$ cat src/rtl/core/pdl_pkg.sv
// Package: shared types and constants for the paddle controller serial port.
package pdl_pkg;

   localparam int POS_W  = 12;
   localparam int BTN_W  = 4;
   localparam int DATA_W = 5;
   localparam int KNOB_W = 8;
   localparam int PROD_W = 27;

   localparam logic FUNC_READ  = 1'b0;
   localparam logic FUNC_WRITE = 1'b1;

   localparam logic [KNOB_W-1:0] KNOB_MIN     = 8'd32;
   localparam logic [KNOB_W-1:0] KNOB_MAX     = 8'd176;
   localparam logic [KNOB_W-1:0] SCALE_OFFSET = 8'd82;
   localparam logic [KNOB_W-1:0] SCALE_TOP    = 8'hFF;
   // floor(x*172/144) == (x * 313126) >> 18 for x in 0..144
   localparam logic [PROD_W-1:0] SCALE_RECIP  = 27'd313126;
   localparam int                RECIP_SHIFT  = 18;

   localparam logic [BTN_W-1:0] STD_BTN = 4'h8;
   localparam logic [BTN_W-1:0] EXP_BTN = 4'h2;
   localparam logic [POS_W-1:0] STD_DATA_MASK = 12'h010;
   localparam logic [POS_W-1:0] EXP_DATA_MASK = 12'h002;

   typedef struct packed {
      logic              func;
      logic              read_port;
      logic [KNOB_W-1:0] write_value;
      logic              sample_valid;
      logic [KNOB_W-1:0] knob_position;
      logic              button_pressed;
   } pdl_req_type;

endpackage

$ cat src/rtl/core/pdl_ifs.sv
// Interfaces: request and response channels of the paddle controller.
interface pdl_req_if;
   import pdl_pkg::*;
   logic              valid;
   logic              ready;
   logic              func;
   logic              read_port;
   logic [KNOB_W-1:0] write_value;
   logic              sample_valid;
   logic [KNOB_W-1:0] knob_position;
   logic              button_pressed;

   modport source (output valid, func, read_port, write_value, sample_valid,
                   knob_position, button_pressed, input ready);
   modport sink (input valid, func, read_port, write_value, sample_valid,
                 knob_position, button_pressed, output ready);
endinterface

interface pdl_rsp_if;
   import pdl_pkg::*;
   logic              valid;
   logic              ready;
   logic [DATA_W-1:0] read_data;

   modport source (output valid, read_data, input ready);
   modport sink (input valid, read_data, output ready);
endinterface

$ cat src/rtl/core/pdl_knob_conv.sv
// Knob conversion: clamp, scale, invert, bit-reverse and align the position code.
module pdl_knob_conv
   import pdl_pkg::*;
(
   input  logic [KNOB_W-1:0] knob_position,
   input  logic              expansion_mode,
   output logic [POS_W-1:0]  pos_code
);

   logic [KNOB_W-1:0] clamped;
   logic [KNOB_W-1:0] offset;
   logic [PROD_W-1:0] prod;
   logic [KNOB_W-1:0] quot;
   logic [KNOB_W-1:0] scaled;
   logic [KNOB_W-1:0] rev;

   always_comb begin
      if (knob_position < KNOB_MIN) begin
         clamped = KNOB_MIN;
      end else if (knob_position > KNOB_MAX) begin
         clamped = KNOB_MAX;
      end else begin
         clamped = knob_position;
      end
      offset = clamped - KNOB_MIN;
      prod   = PROD_W'(offset) * SCALE_RECIP;
      quot   = prod[RECIP_SHIFT +: KNOB_W];
      scaled = SCALE_TOP - (SCALE_OFFSET + quot);
      for (int i = 0; i < KNOB_W; i++) begin
         rev[i] = scaled[KNOB_W-1-i];
      end
      if (expansion_mode) begin
         pos_code = POS_W'(rev) << 1;
      end else begin
         pos_code = POS_W'(rev) << 4;
      end
   end

endmodule

$ cat src/rtl/core/pdl_port_state.sv
// Port state: strobe, held sample, shift and button registers, read data.
module pdl_port_state
   import pdl_pkg::*;
(
   input  logic              clock,
   input  logic              reset,
   input  logic              accept,
   input  pdl_req_type       req,
   input  logic              csr_wr_en,
   input  logic              csr_wr_data,
   output logic [DATA_W-1:0] result
);

   logic             mode_ff, mode_in;
   logic             shift_en_ff, shift_en_in;
   logic [POS_W-1:0] pos_shift_ff, pos_shift_in;
   logic [BTN_W-1:0] btn_ff, btn_in;
   logic [POS_W-1:0] held_pos_ff, held_pos_in;
   logic [BTN_W-1:0] held_btn_ff, held_btn_in;
   logic [POS_W-1:0] new_code;
   logic             release_strobe;

   pdl_knob_conv u_conv (
      .knob_position  (req.knob_position),
      .expansion_mode (mode_ff),
      .pos_code       (new_code)
   );

   assign release_strobe = !shift_en_ff && !req.write_value[0];

   always_comb begin
      mode_in      = csr_wr_en ? csr_wr_data : mode_ff;
      shift_en_in  = shift_en_ff;
      pos_shift_in = pos_shift_ff;
      btn_in       = btn_ff;
      held_pos_in  = held_pos_ff;
      held_btn_in  = held_btn_ff;
      result       = '0;
      if (accept) begin
         if (req.func == FUNC_WRITE) begin
            shift_en_in = !req.write_value[0];
            if (release_strobe) begin
               if (req.sample_valid) begin
                  held_pos_in = new_code;
                  held_btn_in = req.button_pressed ? (mode_ff ? EXP_BTN : STD_BTN) : '0;
               end
               pos_shift_in = held_pos_in;
               btn_in       = held_btn_in;
            end
         end else if (!mode_ff) begin
            pos_shift_in = pos_shift_ff >> shift_en_ff;
            result = DATA_W'(pos_shift_ff & STD_DATA_MASK) | DATA_W'(btn_ff);
         end else if (req.read_port) begin
            pos_shift_in = pos_shift_ff >> shift_en_ff;
            result = DATA_W'(pos_shift_ff & EXP_DATA_MASK);
         end else begin
            result = DATA_W'(btn_ff);
         end
      end
   end

   always_ff @(posedge clock) begin
      if (reset) begin
         mode_ff      <= 1'b0;
         shift_en_ff  <= 1'b1;
         pos_shift_ff <= '0;
         btn_ff       <= '0;
         held_pos_ff  <= '0;
         held_btn_ff  <= '0;
      end else begin
         mode_ff      <= mode_in;
         shift_en_ff  <= shift_en_in;
         pos_shift_ff <= pos_shift_in;
         btn_ff       <= btn_in;
         held_pos_ff  <= held_pos_in;
         held_btn_ff  <= held_btn_in;
      end
   end

endmodule

$ cat src/rtl/core/paddle_controller_serial_port.sv
// Top level: paddle controller serial port with registered response.
// Latency: a response is valid the cycle after its request transaction.
// Throughput: one transaction per cycle; the response register lets a new
// request in whenever it is empty or being drained in the same cycle.
// Reset: synchronous, clears the response valid flag (not its data), mode and port state
// (strobe released, shift and held registers zero).
module paddle_controller_serial_port
   import pdl_pkg::*;
(
   input  logic   clock,
   input  logic   reset,
   pdl_req_if.sink   req_chan,
   pdl_rsp_if.source rsp_chan,
   input  logic   csr_wr_en,
   input  logic   csr_wr_data
);

   pdl_req_type       req;
   logic              accept;
   logic [DATA_W-1:0] result;
   logic              rsp_valid_ff, rsp_valid_in;
   logic [DATA_W-1:0] rsp_data_ff, rsp_data_in;

   assign req = '{func: req_chan.func, read_port: req_chan.read_port,
                  write_value: req_chan.write_value, sample_valid: req_chan.sample_valid,
                  knob_position: req_chan.knob_position,
                  button_pressed: req_chan.button_pressed};

   assign req_chan.ready = !rsp_valid_ff || rsp_chan.ready;
   assign accept         = req_chan.valid && req_chan.ready;

   pdl_port_state u_state (
      .clock       (clock),
      .reset       (reset),
      .accept      (accept),
      .req         (req),
      .csr_wr_en   (csr_wr_en),
      .csr_wr_data (csr_wr_data),
      .result      (result)
   );

   always_comb begin
      rsp_valid_in = rsp_valid_ff && !rsp_chan.ready;
      rsp_data_in  = rsp_data_ff;
      if (accept) begin
         rsp_valid_in = 1'b1;
         rsp_data_in  = result;
      end
   end

   always_ff @(posedge clock) begin
      if (reset) begin
         rsp_valid_ff <= 1'b0;
      end else begin
         rsp_valid_ff <= rsp_valid_in;
      end
      rsp_data_ff <= rsp_data_in;
   end

   assign rsp_chan.valid     = rsp_valid_ff;
   assign rsp_chan.read_data = rsp_data_ff;

`ifndef SYNTHESIS
   a_accept_gives_rsp: assert property (@(posedge clock) disable iff (reset)
      accept |=> rsp_valid_ff)
      else $error("accepted transaction did not produce a response");

   a_write_reads_zero: assert property (@(posedge clock) disable iff (reset)
      (accept && req.func == FUNC_WRITE) |=> (rsp_data_ff == '0))
      else $error("write transaction returned nonzero data");

   a_no_overrun: assert property (@(posedge clock) disable iff (reset)
      (rsp_valid_ff && !rsp_chan.ready) |-> !req_chan.ready)
      else $error("request taken while response stalled");
`endif

endmodule

$ cat src/flat_wrapper.sv
// flat-port wrapper written by rule: the top's interface ports become plain ports
module paddle_controller_serial_port_flat import pdl_pkg::*;
  (clock, reset, csr_wr_en, csr_wr_data, req_chan_valid, req_chan_func, req_chan_read_port, req_chan_write_value, req_chan_sample_valid, req_chan_knob_position, req_chan_button_pressed, req_chan_ready, rsp_chan_valid, rsp_chan_read_data, rsp_chan_ready);
  pdl_req_if req_chan_i ();
  pdl_rsp_if rsp_chan_i ();
  input  logic clock;
  input  logic reset;
  input  logic csr_wr_en;
  input  logic csr_wr_data;
  input wire logic [$bits(req_chan_i.valid)-1:0] req_chan_valid;
  input wire logic [$bits(req_chan_i.func)-1:0] req_chan_func;
  input wire logic [$bits(req_chan_i.read_port)-1:0] req_chan_read_port;
  input wire logic [$bits(req_chan_i.write_value)-1:0] req_chan_write_value;
  input wire logic [$bits(req_chan_i.sample_valid)-1:0] req_chan_sample_valid;
  input wire logic [$bits(req_chan_i.knob_position)-1:0] req_chan_knob_position;
  input wire logic [$bits(req_chan_i.button_pressed)-1:0] req_chan_button_pressed;
  output wire logic [$bits(req_chan_i.ready)-1:0] req_chan_ready;
  output wire logic [$bits(rsp_chan_i.valid)-1:0] rsp_chan_valid;
  output wire logic [$bits(rsp_chan_i.read_data)-1:0] rsp_chan_read_data;
  input wire logic [$bits(rsp_chan_i.ready)-1:0] rsp_chan_ready;
  assign req_chan_i.valid = req_chan_valid;
  assign req_chan_i.func = req_chan_func;
  assign req_chan_i.read_port = req_chan_read_port;
  assign req_chan_i.write_value = req_chan_write_value;
  assign req_chan_i.sample_valid = req_chan_sample_valid;
  assign req_chan_i.knob_position = req_chan_knob_position;
  assign req_chan_i.button_pressed = req_chan_button_pressed;
  assign req_chan_ready = req_chan_i.ready;
  assign rsp_chan_valid = rsp_chan_i.valid;
  assign rsp_chan_read_data = rsp_chan_i.read_data;
  assign rsp_chan_i.ready = rsp_chan_ready;
  paddle_controller_serial_port u_core (.clock(clock), .reset(reset), .req_chan(req_chan_i), .rsp_chan(rsp_chan_i), .csr_wr_en(csr_wr_en), .csr_wr_data(csr_wr_data));
endmodule
$ cat config.mk
export PLATFORM = sky130hd
export DESIGN_NAME = paddle_controller_serial_port_flat
export DESIGN_NICKNAME = d
export VERILOG_FILES = /design/src/rtl/core/pdl_pkg.sv /design/src/rtl/core/pdl_ifs.sv /design/src/rtl/core/pdl_knob_conv.sv /design/src/rtl/core/pdl_port_state.sv /design/src/rtl/core/paddle_controller_serial_port.sv /design/src/flat_wrapper.sv
export SDC_FILE = /design/constraint.sdc
export NUM_CORES = 1
export LEC_CHECK = 0
export ABC_AREA = 1
export BUFFER_PORTS_ARGS = -buffer_cell sky130_fd_sc_hd__buf_2
export CORE_MARGIN = 2
export CORE_UTILIZATION = 40
export CTS_CLUSTER_DIAMETER = 120
export DETAILED_ROUTE_END_ITERATION = 7
export SLEW_MARGIN = 20
export SYNTH_ARGS = -nofsm -noshare
export SYNTH_HDL_FRONTEND = slang
export SYNTH_SLANG_ARGS = --single-unit
$ cat constraint.sdc
create_clock -name clock -period 11.1 [get_ports clock]
set_input_delay 1.11 -clock clock [delete_from_list [all_inputs] [get_ports clock]]
set_output_delay 1.11 -clock clock [all_outputs]
set_load 0.02 [all_outputs]
Yosys cells after proc, flatten, opt, wreduce, memory -nomap -nowiden

Index checks and enable logic that the tools add are counted.

Shift operators: 1
Bitwise operators: 1
Magnitude comparators: 2
$add $sub $neg: 3
Muxes and demuxes: 13
Equal/unequal tests: 2
Reductions and logical operators: 12
$mul: 1

Operator list:

| kind                    | count |
|---|---|
| $mux W12                | 6 |
| $mul A8 B18 Y25 const B | 1 |
| $mux W8                 | 2 |
| $mux W4                 | 3 |
| $shr A12 B1 Y12         | 1 |
| $add A7 B8 Y8 const A   | 1 |
| $gt A8 B8 Y1 const B    | 1 |
| $lt A8 B6 Y1 const B    | 1 |
| $sub A8 B6 Y8 const B   | 1 |
| $sub A8 B8 Y8 const A   | 1 |
| $reduce_and A3 Y1       | 2 |
| $mux W5                 | 1 |
| $or A5 B4 Y5            | 1 |
| $logic_not A1 Y1        | 4 |
| $reduce_and A4 Y1       | 1 |
| $logic_and A1 B1 Y1     | 3 |
| $ne A3 B3 Y1 const B    | 1 |
| $ne A2 B1 Y1 const B    | 1 |
| $reduce_and A2 Y1       | 1 |
| $logic_or A1 B1 Y1      | 1 |
| $mux W1                 | 1 |

Register bits: 36
Logic and storage cells: 42
Output and inout port bits: 7
Input port bits: 26

Depth between registers and ports, before layout

Depth in word-level cells: 11
Mapped depth: 36
Gate-level depth less buffers: 36

By module

Synthesis repeated with hierarchy kept, for this count alone.

Cells, all modules: 635
Area, all modules: 4167.7 sq um

Modules (own cells, without submodules):

| module                        | area an instance (sq um) | cells an instance | sequential area each (sq um) | instances |
|---|---|---|---|---|
| pdl_knob_conv                 | 2448.6                   | 365               | 0.0                          | 1 |
| pdl_port_state                | 1521.5                   | 259               | 520.5                        | 1 |
| paddle_controller_serial_port | 197.7                    | 11                | 170.2                        | 1 |

Worst setup path before layout

Ideal clock, no wire load.

Kind: input -> register
Start: in req_chan_knob_position[2]
End: reg u_core.u_state.held_pos_ff[4]
Setup slack: 5.205 ns
Setup time: 0.113 ns
Stages: 34
Data arrival time: 5.782 ns
Path buffers: 0
Required time: 10.987 ns
Cell sequence: inv_1 nand4_1 nand3_1 a21oi_1 nor2_1 nand2_1 inv_1 ha_1 xor2_1 ha_1 o21ai_0 a21oi_1 fa_1 inv_1 fa_1 inv_1 ha_1 a21oi_1 o21bai_1 nor2_1 nand2_1 nand2_1 nand2_1 inv_1 ha_1 nand3_1 nand2_1 nand2_1 nand2_1 nand2_2 nand3_1 nand2_1 o21ai_1 inv_1

Cells in the longest elaborated chain, start to end: 9
Elaborated cells on any way between the ends: 10
Those cells by class: add/sub (3); mul (1); order compare (2); mux (4)

Ends and longest elaborated chain:

| item                 | RTL line             | source |
|---|---|---|
| from (decl)          | flat_wrapper.sv:15   | `input wire logic [$bits(req_chan_i.knob_position)-1:0] req_chan_knob_position;` |
| $gt A8 B8 Y1         | pdl_knob_conv.sv:20  | `end else if (knob_position > KNOB_MAX) begin` |
| $mux W8              | pdl_knob_conv.sv:20  |  |
| $mux W8 (*)          | pdl_knob_conv.sv:18  | `if (knob_position < KNOB_MIN) begin` |
| $sub A8 B6 Y8 (*)    | pdl_knob_conv.sv:25  | `offset = clamped - KNOB_MIN;` |
| $mul A8 B18 Y25 (*)  | pdl_knob_conv.sv:26  | `prod = PROD_W'(offset) * SCALE_RECIP;` |
| $add A7 B8 Y8 (*)    | pdl_knob_conv.sv:28  | `scaled = SCALE_TOP - (SCALE_OFFSET + quot);` |
| $sub A8 B8 Y8 (*)    | pdl_knob_conv.sv:28  |  |
| $mux W12 (*)         | pdl_knob_conv.sv:32  | `if (expansion_mode) begin` |
| $mux W12 (*)         | pdl_port_state.sv:43 | `if (req.sample_valid) begin` |
| to (signal assigned) | pdl_port_state.sv:75 | `held_pos_ff <= held_pos_in;` |
| to (decl)            | pdl_port_state.sv:18 | `logic [POS_W-1:0] held_pos_ff, held_pos_in;` |

Mark *: on every way between the ends. The rest lies on a longest branch, timed or not.
A chain may end at the register's enable or synchronous reset.

Worst setup path after layout

Start: in req_chan_knob_position[2]
End: reg u_core.u_state.held_pos_ff[6]

The elaborated chain is that of the path after synthesis.

==> flow_metrics.py <==
metrics = {
    "outcome": {
        "outcome": "completed",
    },
    "floorplanning": {
        "io_pins": 33,
        "design.core.area_um2": 9196,
        "die_area_um2": 10190,
        "die_y_um": 100.9,
        "fp.dieW_um": 100.9,
        "num_rows": 35,
        "initial_utilization_pct": 40.87,
    },
    "place": {
        "dpl.hpwl_um": 7367,
        "place_area_um2": 3941,
        "place_congestion": 0.9036,
        "port_buffers": 23,
    },
    "grt": {
        "antenna_found_initial": 0,
        "grt_max_degree": 22,
        "grt_pass1_vias": 3392,
        "grt_pass1_wl_um": 15600,
        "grt_overflow": 0,
        "grt_util_all_layers_pct": 18.87,
    },
    "synthesis": {
        "yosys-top-cells-area": "ha_1 (19%), dfxtp_1 (14%), nand2_1 (12%), inv_1 (10%), fa_1 (10%)",
        "netlist_area_um2": 3759,
        "async_reset_ff_share_pct": 0,
        "synth-edff-count": 3,
        "synthTopCellsByCount": "nand2_1 (120), inv_1 (102), ha_1 (58)",
        "yosysSeqAreaShare_pct": 16.78,
        "synth.most_common_cell": "nand2_1",
        "synth.distinct_cells": 41,
        "avgSynthCellArea_um2": 6.999,
        "ys_seq_elements": 30,
        "synth_ff_type": "dfxtp_1",
        "synth_top_area_share_pct": 19.31,
        "syn_inst": 537,
        "yosysTopAreaCell": "ha_1",
        "synth_warnings": 0,
    },
    "timing": {
        "skew_ps": 4.204,
        "hold_ws_ps": 466.7,
        "period_share_pct": 59.93,
        "timing.fmax_ghz": 0.1503,
        "setup_viol": 0,
        "grt_setup_unrepaired": "false",
        "relSlewSlack_pct": 37.89,
        "maxSlewViolCount": 0,
        "setup_tns_ps": 0,
        "tightestPinTransition_ps": 924.5,
        "fin_crit_ps": 6653,
        "final_hold_viol_count": 0,
    },
    "flow_run": {
        "drv_cap": 0,
    },
    "clock_tree": {
        "clk_latency_ps": 280,
        "path_clk_slew_ps": 60,
        "cts_made_buffers": 5,
        "cts_setup_buffers": 0,
        "cts.path.max_buffers": 2,
        "hold_buffers": 0,
        "cts_sinks": 30,
        "cts-htree-levels": 2,
        "clockRootBuffer": "clkbuf_8",
        "cts_resized": 0,
        "cts_tree": "built",
    },
    "critical_path": {
        "startpoint_type": "primary input",
        "end_kind": "flip-flop",
        "cp_max_fo": 6,
        "cp.required_ps": 11330,
        "crit_top_cell": "nand2_1",
        "crit_slowest_cell": "fa_1",
        "crit_arrival_ps": 6880,
        "max_stage_delay_ps": 540,
        "critPathKind": "primary input to flip-flop",
    },
    "detailed_routing": {
        "detail-route-antenna-nets": 0,
        "vias": 3382,
        "remaining_drc_errors": 0,
        "first_iter_violations": 190,
        "wl_per_cell_um": 13.05,
        "dr.pass1.iters": 4,
        "routed_via_density": 5.040,
        "wl_um": 8759,
    },
    "pwr": {
        "powerDensity_nw_per_um2": 172.3,
        "totalPowerFinal_w": 0.0006946,
        "p_leak_nw": 2.139,
        "ir_drop_mv": 0.07151,
    },
    "finish": {
        "fin_nets": 662,
        "drive_gt1_share_pct": 10.89,
        "finalInstanceArea_um2": 4033,
        "area.growth.synth_to_final_pct": 7.290,
        "num_antenna_cells": 0,
    },
    "worst_hold_path": {
        "hold_class": "flip-flop to flip-flop",
    },
}
## worst max-delay path: cells and delay by family
kind	cells	cell delay, ps
fa+ha+maj	6	2230
simple gates	14	1260
compound gates	5	1000
xor+xnor	2	770
buf+inv	7	500
## stage by stage
| step | setup slack [ps] | instances | utilization, % |
|---|---|---|---|
| detailed placement | 4212 | 663 | 42.86 |
| finish | 4447 | 671 | 43.85 |
| global route | 3868 | 671 | 43.85 |
| CTS | 4487 | 671 | 43.85 |
| floorplan | 5205 | 538 | - |
| global placement | 4327 | 663 | 42.86 |
## path summary, 6_finish.rpt
path	from	end	slack, ps	cells after the start
worst max register to register	u_core.rsp_chan.valid	u_core.u_state.pos_shift_ff[10]	9080	11
worst min-delay path	u_core.u_state.held_pos_ff[2]	u_core.u_state.held_pos_ff[2]	470	2
worst min register to register	u_core.u_state.held_pos_ff[2]	u_core.u_state.held_pos_ff[2]	470	2
worst max-delay path	req_chan_knob_position[2]	u_core.u_state.held_pos_ff[6]	4450	34
## layout by cell type, fill, tap and decap left out, drive strengths merged, types with 3 or more instances in the layout
cell type / n
clkbuf: 7
xor2: 3
fa: 19
nand3b: 3
o21bai: 3
dfxtp: 27
inv: 106
nand4: 7
nand3: 31
nor2: 37
nand2: 131
a31oi: 5
edfxtp: 3
ha: 58
buf: 24
nor3: 9
a21oi: 48
xnor2: 4
o21ai: 22
## state kept, by name, indices dropped and copies added (netlist names)
register	cells
u_core.rsp_chan.valid	1
u_core.u_state.mode_ff	1
u_core.u_state.pos_shift_ff	11
u_core.u_state.held_pos_ff	11
u_core.u_state.held_btn_ff	2
u_core.rsp_chan.read_data	3
u_core.u_state.shift_en_ff	1
## power breakdown
part	switching, W	internal [W]
clock	0.0000395	0.0000499
sequential	0.00000214	0.000113
combinational	0.000315	0.000175
## final cells by class
| type | count | area, um^2 |
|---|---|---|
| Sequential cell | 30 | 630.6 |
| Clock inverter | 1 | 5.005 |
| Timing Repair Buffer | 24 | 122.6 |
| Tap cell | 111 | 138.9 |
| Inverter | 106 | 397.9 |
| Multi-Input combinational cell | 392 | 2651 |
| Clock buffer | 7 | 86.33 |
| Fill cell | 964 | 5164 |
## kinds of logic after synthesis
family	share of synthesized area, %
adder cells (fa/ha/maj)	29.43
XOR/XNOR	2.131
AND/OR/NAND/NOR	26.03
other	0.09977
buffers and inverters	12.78
flip-flops	16.78
AO/OA/AOI/OAI	12.75
## routing by layer
layer,GRT usage (%),vias to the layer above,part of all wire (%)
li1,-,1768,-
met1,27.34,1532,50
met2,29.13,64,43
met3,3.190,18,5.5
met4,4.678,0,2.0
met5,0,-,0
Note: power is estimated with default switching activity, not from simulation.
